<file path="src/hdl/contact_pair_event_tracker_macros.svh">
// Assertion macros shared by the contact pair event tracker RTL.
// Needs clk and arst_n in the scope of every use.
`ifndef CONTACT_PAIR_EVENT_TRACKER_MACROS_SVH
`define CONTACT_PAIR_EVENT_TRACKER_MACROS_SVH

// Same-cycle implication, off while in reset.
`define CPET_ASSERT_IMP(lbl, ante, cons) \
	lbl: assert property (@(posedge clk) disable iff (!arst_n) (ante) |-> (cons)) \
		else $error("contact pair tracker: implication failed");

// Next-cycle implication, off while in reset.
`define CPET_ASSERT_NXT(lbl, ante, cons) \
	lbl: assert property (@(posedge clk) disable iff (!arst_n) (ante) |=> (cons)) \
		else $error("contact pair tracker: next-cycle check failed");

`endif

</file>
<file path="src/hdl/cpet_ram.sv">
// Generic single-write, single-read synchronous RAM with registered read data.
// No dependencies.
module cpet_ram #(
	parameter int WIDTH = 8,
	parameter int DEPTH = 16
) (
	input  logic                     clk,
	input  logic                     we,
	input  logic [$clog2(DEPTH)-1:0] waddr,
	input  logic [WIDTH-1:0]         wdata,
	input  logic [$clog2(DEPTH)-1:0] raddr,
	output logic [WIDTH-1:0]         rdata
);
	logic [WIDTH-1:0] mem [DEPTH];

	always_ff @(posedge clk) begin
		if (we) begin
			mem[waddr] <= wdata;
		end
		rdata <= mem[raddr];
	end
endmodule

</file>
<file path="config.mk">
export PLATFORM = sky130hd
export DESIGN_NAME = cpet_ram
export DESIGN_NICKNAME = d
export VERILOG_FILES = /design/src/hdl/contact_pair_event_tracker_macros.svh /design/src/hdl/cpet_ram.sv
export SDC_FILE = /design/constraint.sdc
export NUM_CORES = 1
export LEC_CHECK = 0
export BUFFER_PORTS_ARGS = -buffer_cell sky130_fd_sc_hd__clkbuf_2
export CAP_MARGIN = 20
export CORE_MARGIN = 2
export CORE_UTILIZATION = 40
export CTS_CLUSTER_SIZE = 40
export DETAILED_ROUTE_END_ITERATION = 8
export PLACE_DENSITY = 0.64
export SETUP_SLACK_MARGIN = 0.02
export SLEW_MARGIN = 30
export SYNTH_ARGS = -nofsm -noshare
export SYNTH_HDL_FRONTEND = slang
export SYNTH_SLANG_ARGS = --single-unit
</file>
<file path="constraint.sdc">
create_clock -name clk -period 5 [get_ports clk]
set_input_delay 0.75 -clock clk [delete_from_list [all_inputs] [get_ports clk]]
set_output_delay 0.75 -clock clk [all_outputs]
set_load 0.05 [all_outputs]
</file>
==> results of run 1 <==
## how the worst min path moves through the flow
stage	depth (start not counted)	startpoint	endpoint
2_1_floorplan	3	mem[7][0]	rdata[0]
3_3_place_gp	3	mem[8][5]	rdata[5]
3_5_place_dp	3	mem[15][1]	rdata[1]
4_1_cts	3	mem[6][6]	rdata[6]
5_1_grt	3	mem[4][6]	rdata[6]
6_report	3	mem[8][4]	rdata[4]
## final cells by class
cell class              instances  area (sq um)  share of cell area, %
clock buffers                  19         442.9                  7.373
clock inverters                13         120.1                  2.000
multi-input cells              83          1070                  17.81
flip-flops and latches        136          4004                  66.65
well taps                     172         215.2                  3.583
repair buffers                 29         155.1                  2.583
## routing by layer
| layer | track usage (%) | share of wire (%) | vias to the layer above |
|---|---|---|---|
| li1 | - | - | 1049 |
| met1 | 19.40 | 45 | 1206 |
| met2 | 22.26 | 51 | 40 |
| met3 | 4.426 | 3.4 | 4 |
| met4 | 4.443 | 0.66 | 0 |
| met5 | 0 | 0 | - |
## flip-flops by register name, summed over array words and instances (netlist names)
register,flops
mem,128
rdata,8
## Yosys cell counts (all sizes together)
cell and instances:
nor3 4, and2b 1, nand2 9, or3b 1
mux4 32, a22oi 16, and2 1, edfxtp 128
nor2b 1, dfxtp 8, nand3 1, nand2b 2
buf 7, clkdlybuf4s25 3, nand3b 2, nor2 13
## kinds of logic (layout without fill, tap and decap cells)
| logic type | after synthesis | count (layout) | synth area share (%) |
|---|---|---|---|
| AO/OA/AOI/OAI | 16 | 16 | 2.334 |
| buffers and inverters | 10 | 61 | 1.677 |
| flip-flops | 136 | 136 | 77.78 |
| multiplexers | 32 | 32 | 15.02 |
| AND/OR/NAND/NOR | 35 | 35 | 3.184 |
## where the power goes
group,internal [mW],switching (mW),leakage [nW]
registers,1.27,0.00763,1.22
clock network,0.699,0.462,0.258
logic,0.0462,0.0879,0.496
total,2.02,0.557,1.98
## through the flow
step	instances	utilization (%)	power, mW
2_1_floorplan	229	-	1.395
4_1_cts	452	47.74	2.596
3_3_place_gp	420	43.22	1.440
6_report	452	47.79	2.578
5_1_grt	452	47.79	2.664
3_5_place_dp	420	43.26	1.443
## critical path, delay by kind of cell
family,cells,cell delay (ps)
buffers and inverters,2,810
multiplexers,1,600
AND/OR/NAND/NOR,1,80
AO/OA/AOI/OAI,1,270
==> results by stage, run 1 <==
Clock network:
- The number of setup buffers added after CTS is 0.
- Clock tree synthesis inserted a total of 17 buffers.
- Clock latency on the worst-skew pair, taken at its later pin, is 400 ps.
- The clock sink total is 136.
- The number of hold buffers added after CTS was 0.
- The longest clock path from root to sink contains 2 buffers.
- TritonCTS built the clock tree.
- The number of levels in the clock H-tree is 4.
- Clock-pin slew was measured on the worst setup and hold paths at 60 ps.
- The number of resized instances in the post-cts repair step is 0.
- CTS placed an instance of sky130_fd_sc_hd__clkbuf_16 at the clock tree root.

Floorplan:
- The initial standard-cell utilization of the core is 40.96%.
- The die covers 0.01379 sq mm.
- The number of ports placed on the die boundary is 26.
- The die width is 117.4 um.
- The number of placement rows is 41.
- The height of the chip is 117.4 um.
- The area of the core region is 0.01257 sq mm.

Placed design:
- In this run the cell area measured after placement is 0.005436 sq mm.
- Before CTS, the worst setup slack after placement is 2272 ps.
- The placed wire-length estimate is 5736 um.
- In this run the tool buffered the top-level ports with 25 buffer cells.
- The global placement routability congestion is 0.7002.

Route:
- The post-route DRC violation count is 0.
- The number of iterations in the first detailed-routing pass is 4.
- For this block, the routed nets add up to 9134 um of wire.
- The routed length per placed instance is 20.21 um.
- The count of nets left with antenna violations once routing finished came out at 0.
- The via count normalized by instance count is 5.086.
- In this run, the number of DRC markers left after iteration 0 of detailed routing was 159.
- The routed layout has 2299 vias.

Layout:
- The post-route cell area is 0.006007 sq mm.
- The area growth from synthesis to layout is 16.70%.
- The number of antenna diodes in the final layout is 0.
- The fill cell total of the finished layout is 1031.
- The most common cell after layout, fill and taps aside is sky130_fd_sc_hd__edfxtp_1.
- In the layout the commonest cells are 128 x sky130_fd_sc_hd__edfxtp_1, 25 x sky130_fd_sc_hd__clkbuf_2, 18 x sky130_fd_sc_hd__mux4_2.
- The share of layout cells above drive strength 1 is 29.64%.
- The layout net count is 285.

Power and ir drop:
- Dividing total power by cell area gives a power density of 429.1 mW/mm^2.
- The cell leakage power is 1.978 nW.
- The peak supply drop is 0.2304 mV.

Setup path:
- The cell at the slowest stage of the critical path is sky130_fd_sc_hd__mux4_1.
- The cell depth of the worst flop-to-flop path is 3.
- Data arrives at the worst endpoint at 2540 ps.
- STA classifies the critical path endpoint as a flip-flop.
- The critical path starts at raddr[0].
- The worst setup path is of the input pin to flip-flop kind.
- STA puts the critical path data required time at 5290 ps.
- The start of the worst register-to-register path is mem[11][7].
- The capture point of the critical path is rdata[5].
- The startpoint type of the worst setup path is an input pin.
- The biggest cell delay along the critical path is 600 ps.
- For flop-to-flop paths, the worst setup slack is 3670 ps.
- Walking the worst path, the cells encountered are clkbuf_2 -> buf_4 -> mux4_1 -> a22oi_1 -> nand2_1.
- The end of the worst register-to-register path is rdata[7].
- The largest driver fanout on the critical path is 19.

Global route:
- The total congestion overflow is 0.
- The global-route wire length before repair is 14340 um.
- Global routing used 14.28% of the available tracks across all layers.
- The maximum number of pins on one net before global-route repair is 33.
- The via count of the first global-routing pass is 2451.
- The initial antenna violation count was 0.

Yosys:
- Yosys attributes the largest share of cell area to sky130_fd_sc_hd__edfxtp_1 75%, sky130_fd_sc_hd__mux4_2 7.9%, sky130_fd_sc_hd__mux4_1 7.1%.
- Each instance of the synthesized netlist takes up on average 22.48 sq um.
- Summed over all instances, the cell type with the most area after synthesis is sky130_fd_sc_hd__edfxtp_1.
- The cell area after synthesis is 0.005147 sq mm.
- The number of storage elements in the synthesis netlist is 136.
- The synthesized design devotes to its leading area cell type 74.67% of total area.
- The number of distinct library cells after synthesis is 19.
- The net count after synthesis is 247.
- The sequential element share of the synthesized area is 77.78%.
- Yosys printed 0 warnings.
- The cell count after synthesis came out at 229.

STA:
- Setup violations remaining at the end of the flow were counted as 0.
- The minimum hold slack is 674.3 ps.
- The transition time of the tightest slew-check pin is 911.4 ps.
- Across the routed clock network, the largest skew measured is 6.875 ps.
- Dividing the final minimum period by the clock period gives 44.99%.
- The relative slew slack is 39.01%.
- The max-slew violation count was 0.
- The final worst-path setup slack is 2750 ps.
- The routed design could run at a clock period as short as 2250 ps.
- Adding up every negative setup slack in the final design gives 0 ps.
- The count of endpoints failing hold in the final timing report is 0.
- The upper clock frequency limit is 0.4445 GHz.
- Setup repair after global routing left no endpoint under its margin.

Min path:
- In this run the worst hold path is classified as flip-flop to flip-flop.

Run:
- Max-cap violations in this run came to 0.

Status:
- The run finished with clean final reports.
Note: power is estimated with default switching activity, not from simulation.
==> run 2, diff against run 1 <==
--- a/config.mk
+++ b/config.mk
@@ -11,7 +11,7 @@
 export CORE_UTILIZATION = 40
 export CTS_CLUSTER_SIZE = 40
 export DETAILED_ROUTE_END_ITERATION = 8
-export PLACE_DENSITY = 0.64
+export PLACE_DENSITY = 0.66
 export SETUP_SLACK_MARGIN = 0.02
 export SLEW_MARGIN = 30
 export SYNTH_ARGS = -nofsm -noshare
==> constraint.sdc (replaced) <==
create_clock -name clk -period 2 [get_ports clk]
set_input_delay 0.3 -clock clk [delete_from_list [all_inputs] [get_ports clk]]
set_output_delay 0.3 -clock clk [all_outputs]
set_load 0.05 [all_outputs]
==> run 2 against run 1 <==
Compared with the run above:
- combinational power rose to 2.7 times the previous value
- sequential power rose to 2.5 times the previous value
- via count rose by 8.3%
- clock power rose to 2.6 times the previous value
- clock skew fell by 0.89 ps
- critical path depth fell by 2
- first-iteration DRC count rose by 37%
- power rose to 2.5 times the previous value
- utilization rose by 1.7 points
- sequential cell count did not move
- critical path type is now flip-flop to flip-flop
- critical endpoint is now rdata[2]
- largest cell class unchanged
- highest routed layer unchanged
==> results by stage, run 2 (synthesized netlist as in run 1, its figures left out) <==
Setup path:
- The required arrival time at the worst endpoint is 2280 ps (-3010 ps).
- The gate family responsible for the most delay along the worst path is multiplexers.
- The worst setup path is launched from a flip-flop.
- The biggest cell delay along the critical path was 520 ps (-80 ps).
- The cell depth of the worst flop-to-flop path is 3 (unchanged).
- The cell at the slowest stage of the critical path is sky130_fd_sc_hd__mux4_1.
- The largest driver fanout on the critical path is 1 (-18).
- The type of element capturing the critical path is a flip-flop.
- The critical path goes through mux4_1 -> a22oi_1 -> nand2_1.
- The critical path arrival was 1690 ps (-850 ps).
- The end of the worst register-to-register path is rdata[2].
- The combined buffer and inverter count along the critical path is 0 (-2).
- The worst setup path is of the flip-flop to flip-flop kind.
- The worst reg-to-reg setup slack is 590 ps (-3080 ps).
- The startpoint identified for the worst register-to-register timing path is mem[9][2].

Route:
- The overall via count from detail_route was 2489 (+8.3%).
- The residual antenna-violating net count after detailed routing is 0 (unchanged).
- The wire length after detailed routing is 10030 um (+9.8%).
- The post-route DRC violation count was 0 (unchanged).
- The number of iterations in the first detailed-routing pass came to 4 (unchanged).
- The routed length per placed instance was 21.08 um (+4.3%).
- The via count normalized by instance count was 5.229 (+2.8%).
- The violation count after the first detailed-route iteration is 218 (+37%).

Layout:
- The share of layout cells above drive strength 1 was 33.55% (+3.9 points).
- In the final layout, the registers with the most flip-flops are mem: 128 flops, rdata: 8 flops.
- mem holds more flip-flops than any other register.
- The library cells used most frequently in the layout, excluding fill and tap cells, are 128 x sky130_fd_sc_hd__edfxtp_1, 26 x sky130_fd_sc_hd__buf_4, 25 x sky130_fd_sc_hd__clkbuf_2.
- Compared with the post-synthesis result, the final layout area differs by 20.73%.
- The filler-free cell count of the finished design came to 476 (+5.3%).
- The number of flip-flops in the largest register is 128 (unchanged).
- The library cell used most frequently in the layout, excluding fill and tap cells, is sky130_fd_sc_hd__edfxtp_1.
- The flip-flop and latch area came to 0.004004 sq mm (unchanged).
- The count of inserted antenna diode cells is 0 (unchanged).
- The fill cell total of the finished layout is 998 (-3.2%).
- The layout net count was 309 (+8.4%).
- The area of combinational cells with multiple inputs was 0.001057 sq mm (-1.2%).

Power and ir drop:
- The peak supply drop was 0.5302 mV (+130%).
- The fraction of power spent switching nets is 21.26% (-0.35 points).
- The portion of total power attributed to sequential cells was 48.9% (-0.9 points).
- The internal power component came to 5.163 mW (+160%).
- The cell leakage power was 2.127 nW (+7.6%).
- The total power was 6.557 mW (+150%).
- The clock group share of total power is 45.5% (+0.5 points).
- The reported net switching power came to 1.394 mW (+150%).
- The total power divided by cell area was 1055 mW/mm^2 (+150%).
- The share of total power in combinational logic came to 5.6% (+0.4 points).

STA:
- The total setup violations reported at the end of the flow came to 0 (unchanged).
- The worst setup skew after layout is 5.988 ps (-0.8865 ps).
- The sum of negative setup slack came to 0 ps (unchanged).
- The final worst-path setup slack is 591.5 ps (-2159 ps).
- The relative slew slack is 65.41% (+26 points).
- The transition time of the tightest slew-check pin is 518.8 ps (-392.6 ps).
- The minimum hold slack is 330.3 ps (-344.0 ps).
- The count of endpoints failing hold in the final timing report was 0 (unchanged).
- The worst path needs 1409 ps of the cycle, external delays included.
- The post-route clock period utilization is 70.43%.
- The max-slew violation count is 0 (unchanged).
- Setup repair after global routing left no endpoint under its margin.
- The upper clock frequency limit is 0.7100 GHz.

Clock network:
- The clock slew at the register clock pins of the worst setup and hold paths is 60 ps (about the same).
- The clock sink total is 136 (unchanged).
- The count of hold buffers inserted by post-cts repair is 0 (unchanged).
- The number of levels in the clock H-tree is 4 (unchanged).
- The largest buffer count on any clock path is 2 (unchanged).
- The number of CTS-inserted buffers is 17 (unchanged).
- The number of setup buffers added after CTS is 0 (unchanged).
- The number of resized instances in the post-cts repair step is 0 (unchanged).
- The clock tree from TritonCTS is built.
- The clock insertion delay at the later pin of the skew report came to 400 ps (about the same).
- The cell sitting at the root of the clock tree is a sky130_fd_sc_hd__clkbuf_16.

Global route:
- The overall fraction of global-route tracks in use is 15.51% (+1.2 points).
- The initial antenna violation count is 0 (unchanged).
- The fraction of met2 tracks used by global routing is 24.96% (+2.7 points).
- The global-route track usage on met1 is 20.62% (+1.2 points).
- The global routing stage identified its most utilized layer as met2.
- The global-route wire length before repair is 15370 um (+7.2%).
- The maximum number of pins on one net before global-route repair came to 21 (-36%).
- The via count of the first global-routing pass is 2594 (+5.8%).
- The global-route track usage on met3 is 4.183% (-0.24 points).
- The total congestion overflow is 0 (unchanged).

Floorplan:
- The area of the core region came to 0.01257 sq mm (unchanged).
- The height of the chip is 117.4 um (unchanged).
- The number of placement rows is 41 (unchanged).
- The initial standard-cell utilization of the core came to 40.96% (unchanged).
- The number of ports placed on the die boundary is 26 (unchanged).
- The area enclosed by the die boundary is 0.01379 sq mm (unchanged).
- The die width is 117.4 um (unchanged).

Min path:
- The number of cells on the worst hold path was 1 (-2).
- The worst hold path class is input pin to flip-flop.
- The launch point of the worst hold path is wdata[1].
- The worst hold path terminates at mem[5][1].

Placed design:
- The instance count after placement with tap cells included is 444 (+5.7%).
- The worst setup slack before clock tree synthesis was 187.5 ps (-2084 ps).
- The global placement routability congestion is 0.7759 (+11%).
- The count of buffers inserted at the top-level ports is 25 (unchanged).
- The placed wire-length estimate is 6520 um (+14%).

Run:
- The max-capacitance violation count is 0 (unchanged).

Status:
- The run finished with clean final reports.
run 2: changes by cell type in the layout (fill, tap and decap cells not counted), moves of 2 or more:
cell,delta
sky130_fd_sc_hd__clkinvlp_4,-3
sky130_fd_sc_hd__nor2_1,+3
sky130_fd_sc_hd__clkinv_4,+3
sky130_fd_sc_hd__buf_4,+22
sky130_fd_sc_hd__nor2_2,-3
sky130_fd_sc_hd__buf_12,+2
run 2: layer usage:
layer	up-vias	routed length [um]
met3	6	547
met4	0	85
met2	92	4966
met1	1293	4434
met5	-	0
li1	1098	-
run 2: per-stage QoR:
step	instance area, sq um	util [%]
floorplan	5147	-
global placement	5637	44.85
detailed placement	5637	44.85
CTS	6215	49.45
global route	6215	49.45
finish	6215	49.45
run 2: power groups by stage:
stage | Clock, mW | Combinational, mW | Sequential (mW)
detailed placement | 0 | 0.373 | 3.27
CTS | 3.02 | 0.374 | 3.21
global route | 3.16 | 0.394 | 3.21
finish | 2.98 | 0.367 | 3.21
floorplan | 0 | 0.162 | 3.33
global placement | 0 | 0.363 | 3.26
run 2: how the worst max path moves through the flow:
stage / from / to / cells after the start / slack, ps
after floorplan: waddr[2] / mem[0][0] / 2 / 210
after global placement: raddr[0] / rdata[2] / 5 / 200
after detailed placement: raddr[0] / rdata[2] / 5 / 190
after CTS: raddr[0] / rdata[2] / 5 / 570
after global routing: mem[9][2] / rdata[2] / 3 / 540
final: mem[9][2] / rdata[2] / 3 / 590
run 2: final cells by class:
type	count	area share [%]
Clock inverter	14	2.396
Clock buffer	18	6.906
Sequential cell	136	64.43
Multi-Input combinational cell	83	17.01
Timing Repair Buffer	53	5.798
Tap cell	172	3.463
